**src/rtl/core/sexpr_char_lexer_defines.svh**
```systemverilog
// Assertion macros for the s-expression lexer.
// Used by the modules in rtl/core; no other dependencies.
`ifndef SEXPR_CHAR_LEXER_DEFINES_SVH
`define SEXPR_CHAR_LEXER_DEFINES_SVH

// Condition must hold at every clock edge out of reset.
`define SLX_ASSERT(label, cond, msg) \
   label: assert property (@(posedge clock) disable iff (reset) (cond)) \
      else $error(msg);

// Overlapping implication checked at every clock edge out of reset.
`define SLX_ASSERT_IMPL(label, ante, cons, msg) \
   label: assert property (@(posedge clock) disable iff (reset) (ante) |-> (cons)) \
      else $error(msg);

// Next-cycle implication checked at every clock edge out of reset.
`define SLX_ASSERT_NEXT(label, ante, cons, msg) \
   label: assert property (@(posedge clock) disable iff (reset) (ante) |=> (cons)) \
      else $error(msg);

`endif

```
**src/rtl/core/slx_pkg.sv**
```systemverilog
// Shared types, constants and helpers for the s-expression lexer.
// No dependencies.
`timescale 1ns / 1ps
`default_nettype none

package slx_pkg;

   localparam int TOKEN_LIMIT = 32;
   localparam int NEST_LIMIT  = 63;

   localparam int RSP_DEPTH = 4;
   localparam int RSP_PTR_W = $clog2(RSP_DEPTH);
   localparam int RSP_CNT_W = $clog2(RSP_DEPTH + 1);

   localparam logic [7:0] CH_LF     = 8'd10;
   localparam logic [7:0] CH_CR     = 8'd13;
   localparam logic [7:0] CH_SPACE  = 8'd32;
   localparam logic [7:0] CH_DQUOTE = 8'h22;
   localparam logic [7:0] CH_QUOTE  = 8'h27;
   localparam logic [7:0] CH_LPAREN = 8'h28;
   localparam logic [7:0] CH_RPAREN = 8'h29;
   localparam logic [7:0] CH_MINUS  = 8'h2d;
   localparam logic [7:0] CH_DOT    = 8'h2e;
   localparam logic [7:0] CH_ZERO   = 8'h30;
   localparam logic [7:0] CH_NINE   = 8'h39;
   localparam logic [7:0] CH_SEMI   = 8'h3b;
   localparam logic [7:0] CH_QMARK  = 8'h3f;
   localparam logic [7:0] CH_BSLASH = 8'h5c;
   localparam logic [7:0] CH_BAR    = 8'h7c;

   typedef enum logic [2:0] {
      MODE_IDLE    = 3'd0,
      MODE_COMMENT = 3'd1,
      MODE_CHARLIT = 3'd2,
      MODE_TOKEN   = 3'd3,
      MODE_TEXT    = 3'd4,
      MODE_ESCAPE  = 3'd5
   } lex_mode_type;

   typedef enum logic [3:0] {
      EV_OPEN     = 4'd0,
      EV_CLOSE    = 4'd1,
      EV_DOT      = 4'd2,
      EV_QUOTE    = 4'd3,
      EV_CHARLIT  = 4'd4,
      EV_TOKCHAR  = 4'd5,
      EV_SYMEND   = 4'd6,
      EV_INTEND   = 4'd7,
      EV_TEXTCHAR = 4'd8,
      EV_STREND   = 4'd9,
      EV_BAREND   = 4'd10
   } event_kind_type;

   typedef struct packed {
      event_kind_type kind;
      logic [7:0]     chr;
      logic [31:0]    value;
      logic [5:0]     len;
      logic           last;
   } event_type;

   // Events from one character, up to two, in order.
   typedef struct packed {
      logic      vld;
      logic [1:0] num;
      event_type  ev0;
      event_type  ev1;
   } push_type;

   function automatic event_type make_event(event_kind_type kind, logic [7:0] chr,
                                            logic [5:0] len);
      event_type e;
      e.kind  = kind;
      e.chr   = chr;
      e.value = 32'd0;
      e.len   = len;
      e.last  = 1'b0;
      return e;
   endfunction

   // End of a plain token: integer when all digits, a lone minus is a symbol.
   function automatic event_type end_event(logic all_dig, logic minus, logic [5:0] cnt,
                                           logic [31:0] acc);
      event_type e;
      e = make_event(EV_SYMEND, 8'd0, cnt);
      if (all_dig && !(minus && cnt == 6'd1)) begin
         e.kind  = EV_INTEND;
         e.value = minus ? (32'd0 - acc) : acc;
      end
      return e;
   endfunction

endpackage

`default_nettype wire

```
**src/rtl/core/slx_core.sv**
```systemverilog
// Lexer state and per-character step logic; emits up to two events per item.
// Depends on slx_pkg and sexpr_char_lexer_defines.svh.
`timescale 1ns / 1ps
`default_nettype none

`include "sexpr_char_lexer_defines.svh"

module slx_core (
   input  wire logic             clock,
   input  wire logic             reset,
   input  wire logic             step,
   input  wire logic [7:0]       char_in,
   output slx_pkg::push_type     push
);

   slx_pkg::lex_mode_type mode_ff, mode_in;
   logic [5:0]  depth_ff, depth_in;
   logic [5:0]  cnt_ff, cnt_in;
   logic        minus_ff, minus_in;
   logic        alldig_ff, alldig_in;
   logic [31:0] acc_ff, acc_in;
   logic        bar_ff, bar_in;

   slx_pkg::event_type ev_c [2];
   logic [1:0]  num_c;
   logic        do_idle, do_tok, do_text;
   logic        dig;
   logic        delim;
   logic [7:0]  closer;

   always_comb begin
      dig   = (char_in >= slx_pkg::CH_ZERO) && (char_in <= slx_pkg::CH_NINE);
      delim = (char_in <= slx_pkg::CH_SPACE) || (char_in == slx_pkg::CH_SEMI)
              || (char_in == slx_pkg::CH_QUOTE) || (char_in == slx_pkg::CH_DQUOTE)
              || (char_in == slx_pkg::CH_LPAREN) || (char_in == slx_pkg::CH_RPAREN);
      closer = bar_ff ? slx_pkg::CH_BAR : slx_pkg::CH_DQUOTE;
   end

   // Next state and raw events, worked through in the order the lexer acts.
   always_comb begin
      mode_in   = mode_ff;
      depth_in  = depth_ff;
      cnt_in    = cnt_ff;
      minus_in  = minus_ff;
      alldig_in = alldig_ff;
      acc_in    = acc_ff;
      bar_in    = bar_ff;
      ev_c[0]   = slx_pkg::make_event(slx_pkg::EV_OPEN, 8'd0, 6'd0);
      ev_c[1]   = slx_pkg::make_event(slx_pkg::EV_OPEN, 8'd0, 6'd0);
      num_c     = 2'd0;
      do_idle   = 1'b0;
      do_tok    = 1'b0;
      do_text   = 1'b0;

      case (mode_ff)
         slx_pkg::MODE_COMMENT: begin
            if (char_in == slx_pkg::CH_CR || char_in == slx_pkg::CH_LF) begin
               mode_in = slx_pkg::MODE_IDLE;
            end
         end
         slx_pkg::MODE_CHARLIT: begin
            mode_in = slx_pkg::MODE_IDLE;
            ev_c[num_c[0]] = slx_pkg::make_event(slx_pkg::EV_CHARLIT, char_in, 6'd0);
            num_c = num_c + 2'd1;
         end
         slx_pkg::MODE_TOKEN: begin
            if (delim) begin
               mode_in = slx_pkg::MODE_IDLE;
               ev_c[num_c[0]] = slx_pkg::end_event(alldig_ff, minus_ff, cnt_ff, acc_ff);
               num_c = num_c + 2'd1;
               do_idle = 1'b1;
            end else begin
               do_tok = 1'b1;
            end
         end
         slx_pkg::MODE_TEXT: begin
            if (char_in == closer) begin
               mode_in = slx_pkg::MODE_IDLE;
               ev_c[num_c[0]] = slx_pkg::make_event(
                  bar_ff ? slx_pkg::EV_BAREND : slx_pkg::EV_STREND, 8'd0, cnt_ff);
               num_c = num_c + 2'd1;
            end else if (char_in == slx_pkg::CH_BSLASH) begin
               mode_in = slx_pkg::MODE_ESCAPE;
            end else begin
               do_text = 1'b1;
            end
         end
         slx_pkg::MODE_ESCAPE: begin
            do_text = 1'b1;
         end
         default: begin
            do_idle = 1'b1;
         end
      endcase

      if (do_idle) begin
         mode_in = slx_pkg::MODE_IDLE;
         if (char_in > slx_pkg::CH_SPACE) begin
            case (char_in)
               slx_pkg::CH_SEMI: begin
                  mode_in = slx_pkg::MODE_COMMENT;
               end
               slx_pkg::CH_QUOTE: begin
                  ev_c[num_c[0]] = slx_pkg::make_event(slx_pkg::EV_QUOTE, 8'd0, 6'd0);
                  num_c = num_c + 2'd1;
               end
               slx_pkg::CH_QMARK: begin
                  mode_in = slx_pkg::MODE_CHARLIT;
               end
               slx_pkg::CH_DQUOTE, slx_pkg::CH_BAR: begin
                  bar_in  = (char_in == slx_pkg::CH_BAR);
                  cnt_in  = 6'd0;
                  mode_in = slx_pkg::MODE_TEXT;
               end
               slx_pkg::CH_LPAREN: begin
                  if (depth_ff < 6'(slx_pkg::NEST_LIMIT)) begin
                     depth_in = depth_ff + 6'd1;
                  end
                  ev_c[num_c[0]] = slx_pkg::make_event(slx_pkg::EV_OPEN, 8'd0, 6'd0);
                  num_c = num_c + 2'd1;
               end
               slx_pkg::CH_RPAREN: begin
                  if (depth_ff != 6'd0) begin
                     depth_in = depth_ff - 6'd1;
                     ev_c[num_c[0]] = slx_pkg::make_event(slx_pkg::EV_CLOSE, 8'd0, 6'd0);
                     num_c = num_c + 2'd1;
                  end else begin
                     cnt_in = 6'd0;
                     do_tok = 1'b1;
                  end
               end
               slx_pkg::CH_DOT: begin
                  if (depth_ff != 6'd0) begin
                     ev_c[num_c[0]] = slx_pkg::make_event(slx_pkg::EV_DOT, 8'd0, 6'd0);
                     num_c = num_c + 2'd1;
                  end else begin
                     cnt_in = 6'd0;
                     do_tok = 1'b1;
                  end
               end
               default: begin
                  cnt_in = 6'd0;
                  do_tok = 1'b1;
               end
            endcase
         end
      end

      if (do_tok) begin
         if (cnt_in == 6'd0) begin
            minus_in  = (char_in == slx_pkg::CH_MINUS);
            alldig_in = minus_in || dig;
            acc_in    = dig ? {28'd0, char_in[3:0]} : 32'd0;
         end else if (dig) begin
            // acc * 10 + digit, wrapping at 32 bits
            acc_in = {acc_in[28:0], 3'b000} + {acc_in[30:0], 1'b0}
                     + {28'd0, char_in[3:0]};
         end else begin
            alldig_in = 1'b0;
         end
         cnt_in  = cnt_in + 6'd1;
         mode_in = slx_pkg::MODE_TOKEN;
         ev_c[num_c[0]] = slx_pkg::make_event(slx_pkg::EV_TOKCHAR, char_in, 6'd0);
         num_c = num_c + 2'd1;
         if (cnt_in >= 6'(slx_pkg::TOKEN_LIMIT)) begin
            mode_in = slx_pkg::MODE_IDLE;
            ev_c[num_c[0]] = slx_pkg::end_event(alldig_in, minus_in, cnt_in, acc_in);
            num_c = num_c + 2'd1;
         end
      end

      if (do_text) begin
         cnt_in  = cnt_in + 6'd1;
         mode_in = slx_pkg::MODE_TEXT;
         ev_c[num_c[0]] = slx_pkg::make_event(slx_pkg::EV_TEXTCHAR, char_in, 6'd0);
         num_c = num_c + 2'd1;
         if (cnt_in >= 6'(slx_pkg::TOKEN_LIMIT)) begin
            mode_in = slx_pkg::MODE_IDLE;
            ev_c[num_c[0]] = slx_pkg::make_event(
               bar_ff ? slx_pkg::EV_BAREND : slx_pkg::EV_STREND, 8'd0, cnt_in);
            num_c = num_c + 2'd1;
         end
      end
   end

   // Output side: mark the final event of the item.
   always_comb begin
      push.vld = step;
      push.num = num_c;
      push.ev0 = ev_c[0];
      push.ev1 = ev_c[1];
      push.ev0.last = (num_c == 2'd1);
      push.ev1.last = (num_c == 2'd2);
   end

   always_ff @(posedge clock) begin
      if (reset) begin
         mode_ff   <= slx_pkg::MODE_IDLE;
         depth_ff  <= 6'd0;
         cnt_ff    <= 6'd0;
         minus_ff  <= 1'b0;
         alldig_ff <= 1'b1;
         acc_ff    <= 32'd0;
         bar_ff    <= 1'b0;
      end else if (step) begin
         mode_ff   <= mode_in;
         depth_ff  <= depth_in;
         cnt_ff    <= cnt_in;
         minus_ff  <= minus_in;
         alldig_ff <= alldig_in;
         acc_ff    <= acc_in;
         bar_ff    <= bar_in;
      end
   end

   `SLX_ASSERT(a_cnt_bound, cnt_ff <= 6'(slx_pkg::TOKEN_LIMIT), "token count past limit")
   `SLX_ASSERT(a_depth_bound, depth_ff <= 6'(slx_pkg::NEST_LIMIT), "nest depth past limit")
   `SLX_ASSERT_IMPL(a_token_nonempty, mode_ff == slx_pkg::MODE_TOKEN, cnt_ff != 6'd0,
                    "token mode with no characters")

endmodule

`default_nettype wire

```
**src/rtl/core/slx_rsp_fifo.sv**
```systemverilog
// Result queue: takes up to two events per cycle, hands out one per cycle while rsp_ready is high.
// Depends on slx_pkg and sexpr_char_lexer_defines.svh.
`timescale 1ns / 1ps
`default_nettype none

`include "sexpr_char_lexer_defines.svh"

module slx_rsp_fifo (
   input  wire logic              clock,
   input  wire logic              reset,
   input  wire slx_pkg::push_type push,
   output logic                   room,
   output logic                   rsp_valid,
   input  wire logic              rsp_ready,
   output logic [3:0]             rsp_event_kind,
   output logic [7:0]             rsp_char_out,
   output logic signed [31:0]     rsp_int_value,
   output logic [5:0]             rsp_token_len,
   output logic                   rsp_last_of_run
);

   slx_pkg::event_type mem_ff [slx_pkg::RSP_DEPTH];
   logic [slx_pkg::RSP_PTR_W-1:0] wr_ff, wr_in, rd_ff, rd_in;
   logic [slx_pkg::RSP_CNT_W-1:0] cnt_ff, cnt_in;
   logic [1:0] push_n;
   logic       pop;
   slx_pkg::event_type head;

   assign push_n = push.vld ? push.num : 2'd0;
   assign pop    = rsp_valid && rsp_ready;
   // Room for a full two-event item.
   assign room   = (cnt_ff <= slx_pkg::RSP_CNT_W'(slx_pkg::RSP_DEPTH - 2));

   always_comb begin
      wr_in  = wr_ff + slx_pkg::RSP_PTR_W'(push_n);
      rd_in  = rd_ff + slx_pkg::RSP_PTR_W'(pop);
      cnt_in = cnt_ff + slx_pkg::RSP_CNT_W'(push_n) - slx_pkg::RSP_CNT_W'(pop);
   end

   always_ff @(posedge clock) begin
      if (reset) begin
         wr_ff  <= '0;
         rd_ff  <= '0;
         cnt_ff <= '0;
      end else begin
         wr_ff  <= wr_in;
         rd_ff  <= rd_in;
         cnt_ff <= cnt_in;
      end
   end

   always_ff @(posedge clock) begin
      if (push_n != 2'd0) begin
         mem_ff[wr_ff] <= push.ev0;
      end
      if (push_n == 2'd2) begin
         mem_ff[wr_ff + slx_pkg::RSP_PTR_W'(1)] <= push.ev1;
      end
   end

   assign head            = mem_ff[rd_ff];
   assign rsp_valid       = (cnt_ff != '0);
   assign rsp_event_kind  = head.kind;
   assign rsp_char_out    = head.chr;
   assign rsp_int_value   = $signed(head.value);
   assign rsp_token_len   = head.len;
   assign rsp_last_of_run = head.last;

   `SLX_ASSERT(a_fill_bound, cnt_ff <= slx_pkg::RSP_CNT_W'(slx_pkg::RSP_DEPTH),
               "result queue overfilled")
   `SLX_ASSERT_IMPL(a_push_room, push.vld, room, "item pushed without room")
   `SLX_ASSERT_NEXT(a_pop_count, pop && !push.vld,
                    cnt_ff == $past(cnt_ff) - slx_pkg::RSP_CNT_W'(1),
                    "pop did not lower fill")

endmodule

`default_nettype wire

```
**src/rtl/core/sexpr_char_lexer.sv**
```systemverilog
// S-expression lexer: one character per item in, token events out.
// Accepted items wait in the input register, then their events enter the result queue.
// Throughput: 1 item per cycle; a two-event item leaves as two separate events, and the
// input stalls while the four-entry result queue holds more than two events.
// Reset (synchronous): input register and queue empty, lexer idle at depth zero.
// Depends on slx_pkg, slx_core and slx_rsp_fifo.
`timescale 1ns / 1ps
`default_nettype none

module sexpr_char_lexer (
   input  wire logic              clock,
   input  wire logic              reset,
   input  wire logic              req_valid,
   output logic                   req_ready,
   input  wire logic [7:0]        req_char_in,
   output logic                   rsp_valid,
   input  wire logic              rsp_ready,
   output logic [3:0]             rsp_event_kind,
   output logic [7:0]             rsp_char_out,
   output logic signed [31:0]     rsp_int_value,
   output logic [5:0]             rsp_token_len,
   output logic                   rsp_last_of_run
);

   logic       in_vld_ff, in_vld_in;
   logic [7:0] in_char_ff;
   logic       room;
   logic       step;
   slx_pkg::push_type push;

   assign step      = in_vld_ff && room;
   assign req_ready = !in_vld_ff || step;
   assign in_vld_in = (req_valid && req_ready) || (in_vld_ff && !step);

   always_ff @(posedge clock) begin
      if (reset) begin
         in_vld_ff <= 1'b0;
      end else begin
         in_vld_ff <= in_vld_in;
      end
   end

   always_ff @(posedge clock) begin
      if (req_valid && req_ready) begin
         in_char_ff <= req_char_in;
      end
   end

   slx_core u_core (
      .clock   (clock),
      .reset   (reset),
      .step    (step),
      .char_in (in_char_ff),
      .push    (push)
   );

   slx_rsp_fifo u_fifo (
      .clock           (clock),
      .reset           (reset),
      .push            (push),
      .room            (room),
      .rsp_valid       (rsp_valid),
      .rsp_ready       (rsp_ready),
      .rsp_event_kind  (rsp_event_kind),
      .rsp_char_out    (rsp_char_out),
      .rsp_int_value   (rsp_int_value),
      .rsp_token_len   (rsp_token_len),
      .rsp_last_of_run (rsp_last_of_run)
   );

endmodule

`default_nettype wire

```
**config.mk**
```make
export PLATFORM = sky130hd
export DESIGN_NAME = sexpr_char_lexer
export DESIGN_NICKNAME = d
export VERILOG_FILES = /design/src/rtl/core/slx_pkg.sv /design/src/rtl/core/slx_core.sv /design/src/rtl/core/slx_rsp_fifo.sv /design/src/rtl/core/sexpr_char_lexer.sv
export VERILOG_INCLUDE_DIRS = /design/src /design/src/rtl/core
export SDC_FILE = /design/constraint.sdc
export NUM_CORES = 1
export LEC_CHECK = 0
export ABC_AREA = 1
export BUFFER_PORTS_ARGS = -buffer_cell sky130_fd_sc_hd__buf_2
export CAP_MARGIN = 40
export CORE_AREA = 2 2 281 144
export DETAILED_ROUTE_END_ITERATION = 7
export DIE_AREA = 0 0 283 146
export GPL_ROUTABILITY_DRIVEN = 0
export PLACE_DENSITY_LB_ADDON = 0.12
export SLEW_MARGIN = 0
export SYNTH_ARGS = -nofsm -noshare
export SYNTH_HDL_FRONTEND = slang
export SYNTH_SLANG_ARGS = --single-unit
```
**constraint.sdc**
```tcl
create_clock -name clock -period 8.5 [get_ports clock]
set_clock_uncertainty 0.05 [all_clocks]
set_input_delay 2.125 -clock clock [delete_from_list [all_inputs] [get_ports clock]]
set_output_delay 2.125 -clock clock [all_outputs]
set_load 0.01 [all_outputs]
```
==> summary.txt <==
Drt
  – Final WL: 63,200 um
  – Via/cell ratio: 5.62
  – DRT Pass-1 Iters: 6
  – Number of routed nets with antenna violations: 0
  – DRT iter0 DRCs: 2,130
  – # DRC: 0
  – Routed length per instance: 18.9 um
  – Vias: 18,800

Worst setup path
  – CP Capture Type: flop
  – CP Launch Type: flop
  – R2R Setup Slk: 2780 ps
  – CP max stage delay: 610 ps
  – WP data arrival: 5870 ps
  – Required @ worst endpoint: 8660 ps
  – CP Class: reg -> reg
  – Cell repeated most along the worst path: nand2_1
  – Worst-path fanout max: 33
  – Slowest CP cell: o21ai_4

Place
  – DP Area: 20,000 um2
  – Port bufs: 64
  – HPWL after DPL: 44,100 um

Global route
  – Vias in the first global route: 17,000
  – Total grt overflow: 0
  – Antenna violations before repair: 0
  – Gr usage total: 30.1%
  – First-pass GRT wire length: 97,200 um
  – Largest net degree at the start of global routing: 79

Cells and area
  – Register area: 7530 um2
  – Fraction of layout cells with a size suffix above 1: 7.30%
  – Fin util: 54.1%
  – Area growth, synth to finish: 8.32%
  – Antenna diodes: 0
  – Cell area after layout: 20,900 um2
  – Multi-input gate area: 10,300 um2
  – Nets: 2,878
  – Fillers: 3,770

Floorplanning
  – Chip Height: 146 um
  – Core Box Area: 38,600 um2
  – I/O pin total: 65
  – Rows: 51
  – Horiz. Die Dim: 283 um
  – Die Area: 41,300 um2
  – Starting Density: 50.0%

Clock network
  – CTS max path bufs: 3
  – Post-CTS Setup Inserts: 0
  – CTS tree: done
  – CTS Buf Count: 27
  – Clock-pin slew on the worst setup and hold paths: 60 ps
  – # H-tree levels: 1
  – Clk root buf: clkbuf_16
  – CTS Sinks: 270
  – Worst-Skew Late Latency: 580 ps
  – Post-CTS sizing: 0
  – Hold buffers post-CTS: 0

STA
  – Highest clock rate: 175 MHz
  – Max-Slew Margin vs Limit: 30.8%
  – Tmin final: 5720 ps
  – Final setup viols: 0
  – Final Hold Viols: 0
  – Worst Tran Pin Value: 1040 ps
  – Hold WS: 438 ps
  – RSZ-0062 raised after global routing: no
  – Fin. max-slew vios: 0
  – Final Cycle Share: 67.2%
  – Total negative slack: 0 ps

Synthesis
  – Post-synth ARST share: 0%
  – Post-Synthesis Cells: 2,781
  – Post-synth EDFFs: 212
  – YS warnings: 0
  – Register area share after synthesis: 39.0%
  – Share of the synthesized area in the top cell type: 33.0%
  – Synthesized area: 19,300 um2
  – Syn_nets: 2,873
  – Largest area contributor in the netlist: edfxtp_1
  – Prevailing post-synth register cell: edfxtp_1
  – Synth top area cells: edfxtp_1 33%, nand2_1 20%, nor2_1 6.2%, dfxtp_1 6.0%, o21ai_0 5.2%
  – Yosys cell types: 49
  – Synth Register Bits: 270
  – Mapped Avg Cell Area: 6.94 um2

Pwr
  – Maximum vdd drop: 0.000111 V
  – LEAKAGE: 9.94 nW
  – P per Cell Area: 238 nW/um2

Flow run
  – MaxCap Viol Count: 0

Worst hold path
  – HP Class: reg -> reg

Outcome
  – Run status: finished, final reports clean
==> cell usage in the layout, fill, tap and decap left out, drive strengths merged <==
master         instances
nand2               1040
nor2                 336
inv                  252
edfxtp               212
o21ai                210
nand3                158
a21oi                100
buf                   93
ha                    76
dfxtp                 58
o22ai                 56
nor3                  33
clkbuf                31
xor2                  30
nand4                 30
clkinv                16
xnor2                 15
nand3b                10
a211oi                 9
nor4                   7
a31oi                  6
o211ai                 5
o21bai                 4
fa                     4
a221oi                 3
bufinv                 3
o41ai                  2
nor3b                  2
or2                    2
a21boi                 1
o21a                   1
clkinvlp               1
clkdlybuf4s15          1
==> path summary, 6_finish.rpt <==
check                      from                    to  cells after the start
max               in_char_ff[2]  u_fifo.mem_ff[1][18]                     28
min          u_core.depth_ff[5]    u_core.depth_ff[5]                      1
max reg2reg       in_char_ff[2]  u_fifo.mem_ff[1][18]                     28
min reg2reg  u_core.depth_ff[5]    u_core.depth_ff[5]                      1
==> critical path: cells and delay by family (launching register included) <==
kind / cells / cell delay [ps]
DFF: 1 / 490
adders and majority gates: 3 / 830
buffers and inverters: 6 / 1220
and+or+nand+nor: 17 / 1920
AOI/OAI and AO/OA: 2 / 790
==> flip-flops by register name (all words and copies together), names as in the netlist, 2 cells and up <==
| name | cells |
|---|---|
| u_fifo.mem_ff | 204 |
| u_core.acc_ff | 32 |
| in_char_ff | 8 |
| u_core.cnt_ff | 6 |
| u_core.depth_ff | 6 |
| u_core.mode_ff | 3 |
| u_fifo.cnt_ff | 3 |
| u_fifo.rd_ff | 2 |
| u_fifo.wr_ff | 2 |
==> kinds of logic after synthesis <==
kind of cell    synth area share [%]
fa+ha+maj                       5.34
buf+inv                         7.95
xor+xnor                        2.04
flops                           39.0
compound gates                  11.1
simple gates                    34.5
==> cells in the mapped netlist (all sizes together), types with 2 or more instances <==
library cell     n
nand2         1040
nor2           336
inv            251
edfxtp         212
o21ai          210
nand3          158
a21oi          100
ha              76
clkbuf          70
dfxtp           58
o22ai           56
buf             48
nor3            33
nand4           30
xor2            30
xnor2           15
nand3b          10
a211oi           9
nor4             7
a31oi            6
o211ai           5
fa               4
o21bai           4
a221oi           3
clkinv           2
nor3b            2
o41ai            2
or2              2
==> routing by layer <==
layer	global-route usage [%]	vias up	routed length, um
met5	0	-	0
met3	7.27	83	7420
met4	5.85	0	1170
li1	-	9117	-
met2	43.5	888	25700
met1	45.4	8677	28900
==> cell type report <==
class / instances / area share (%)
inverter: 253 / 4.56
clock inverter: 19 / 0.856
multi-input combinational: 2140 / 49.2
clock buffer: 31 / 3.31
sequential: 270 / 36.0
tap: 530 / 3.17
timing repair buffer: 94 / 2.86
==> stage by stage <==
step                cells  setup WS (ps)  total power, W
finish               3337           2780         0.00496
global route         3337           2480         0.00527
CTS                  3336           2490         0.00495
detailed placement   3286           2520         0.00374
global placement     3280           2790         0.00370
floorplan            2781            971         0.00308
==> where the power goes <==
group	internal [W]	switching (W)	leakage, nW
clock	0.000676	0.000545	0.421
combinational	0.000633	0.00142	7.03
sequential	0.00159	0.000102	2.49
(Power assumes the default switching activity.)
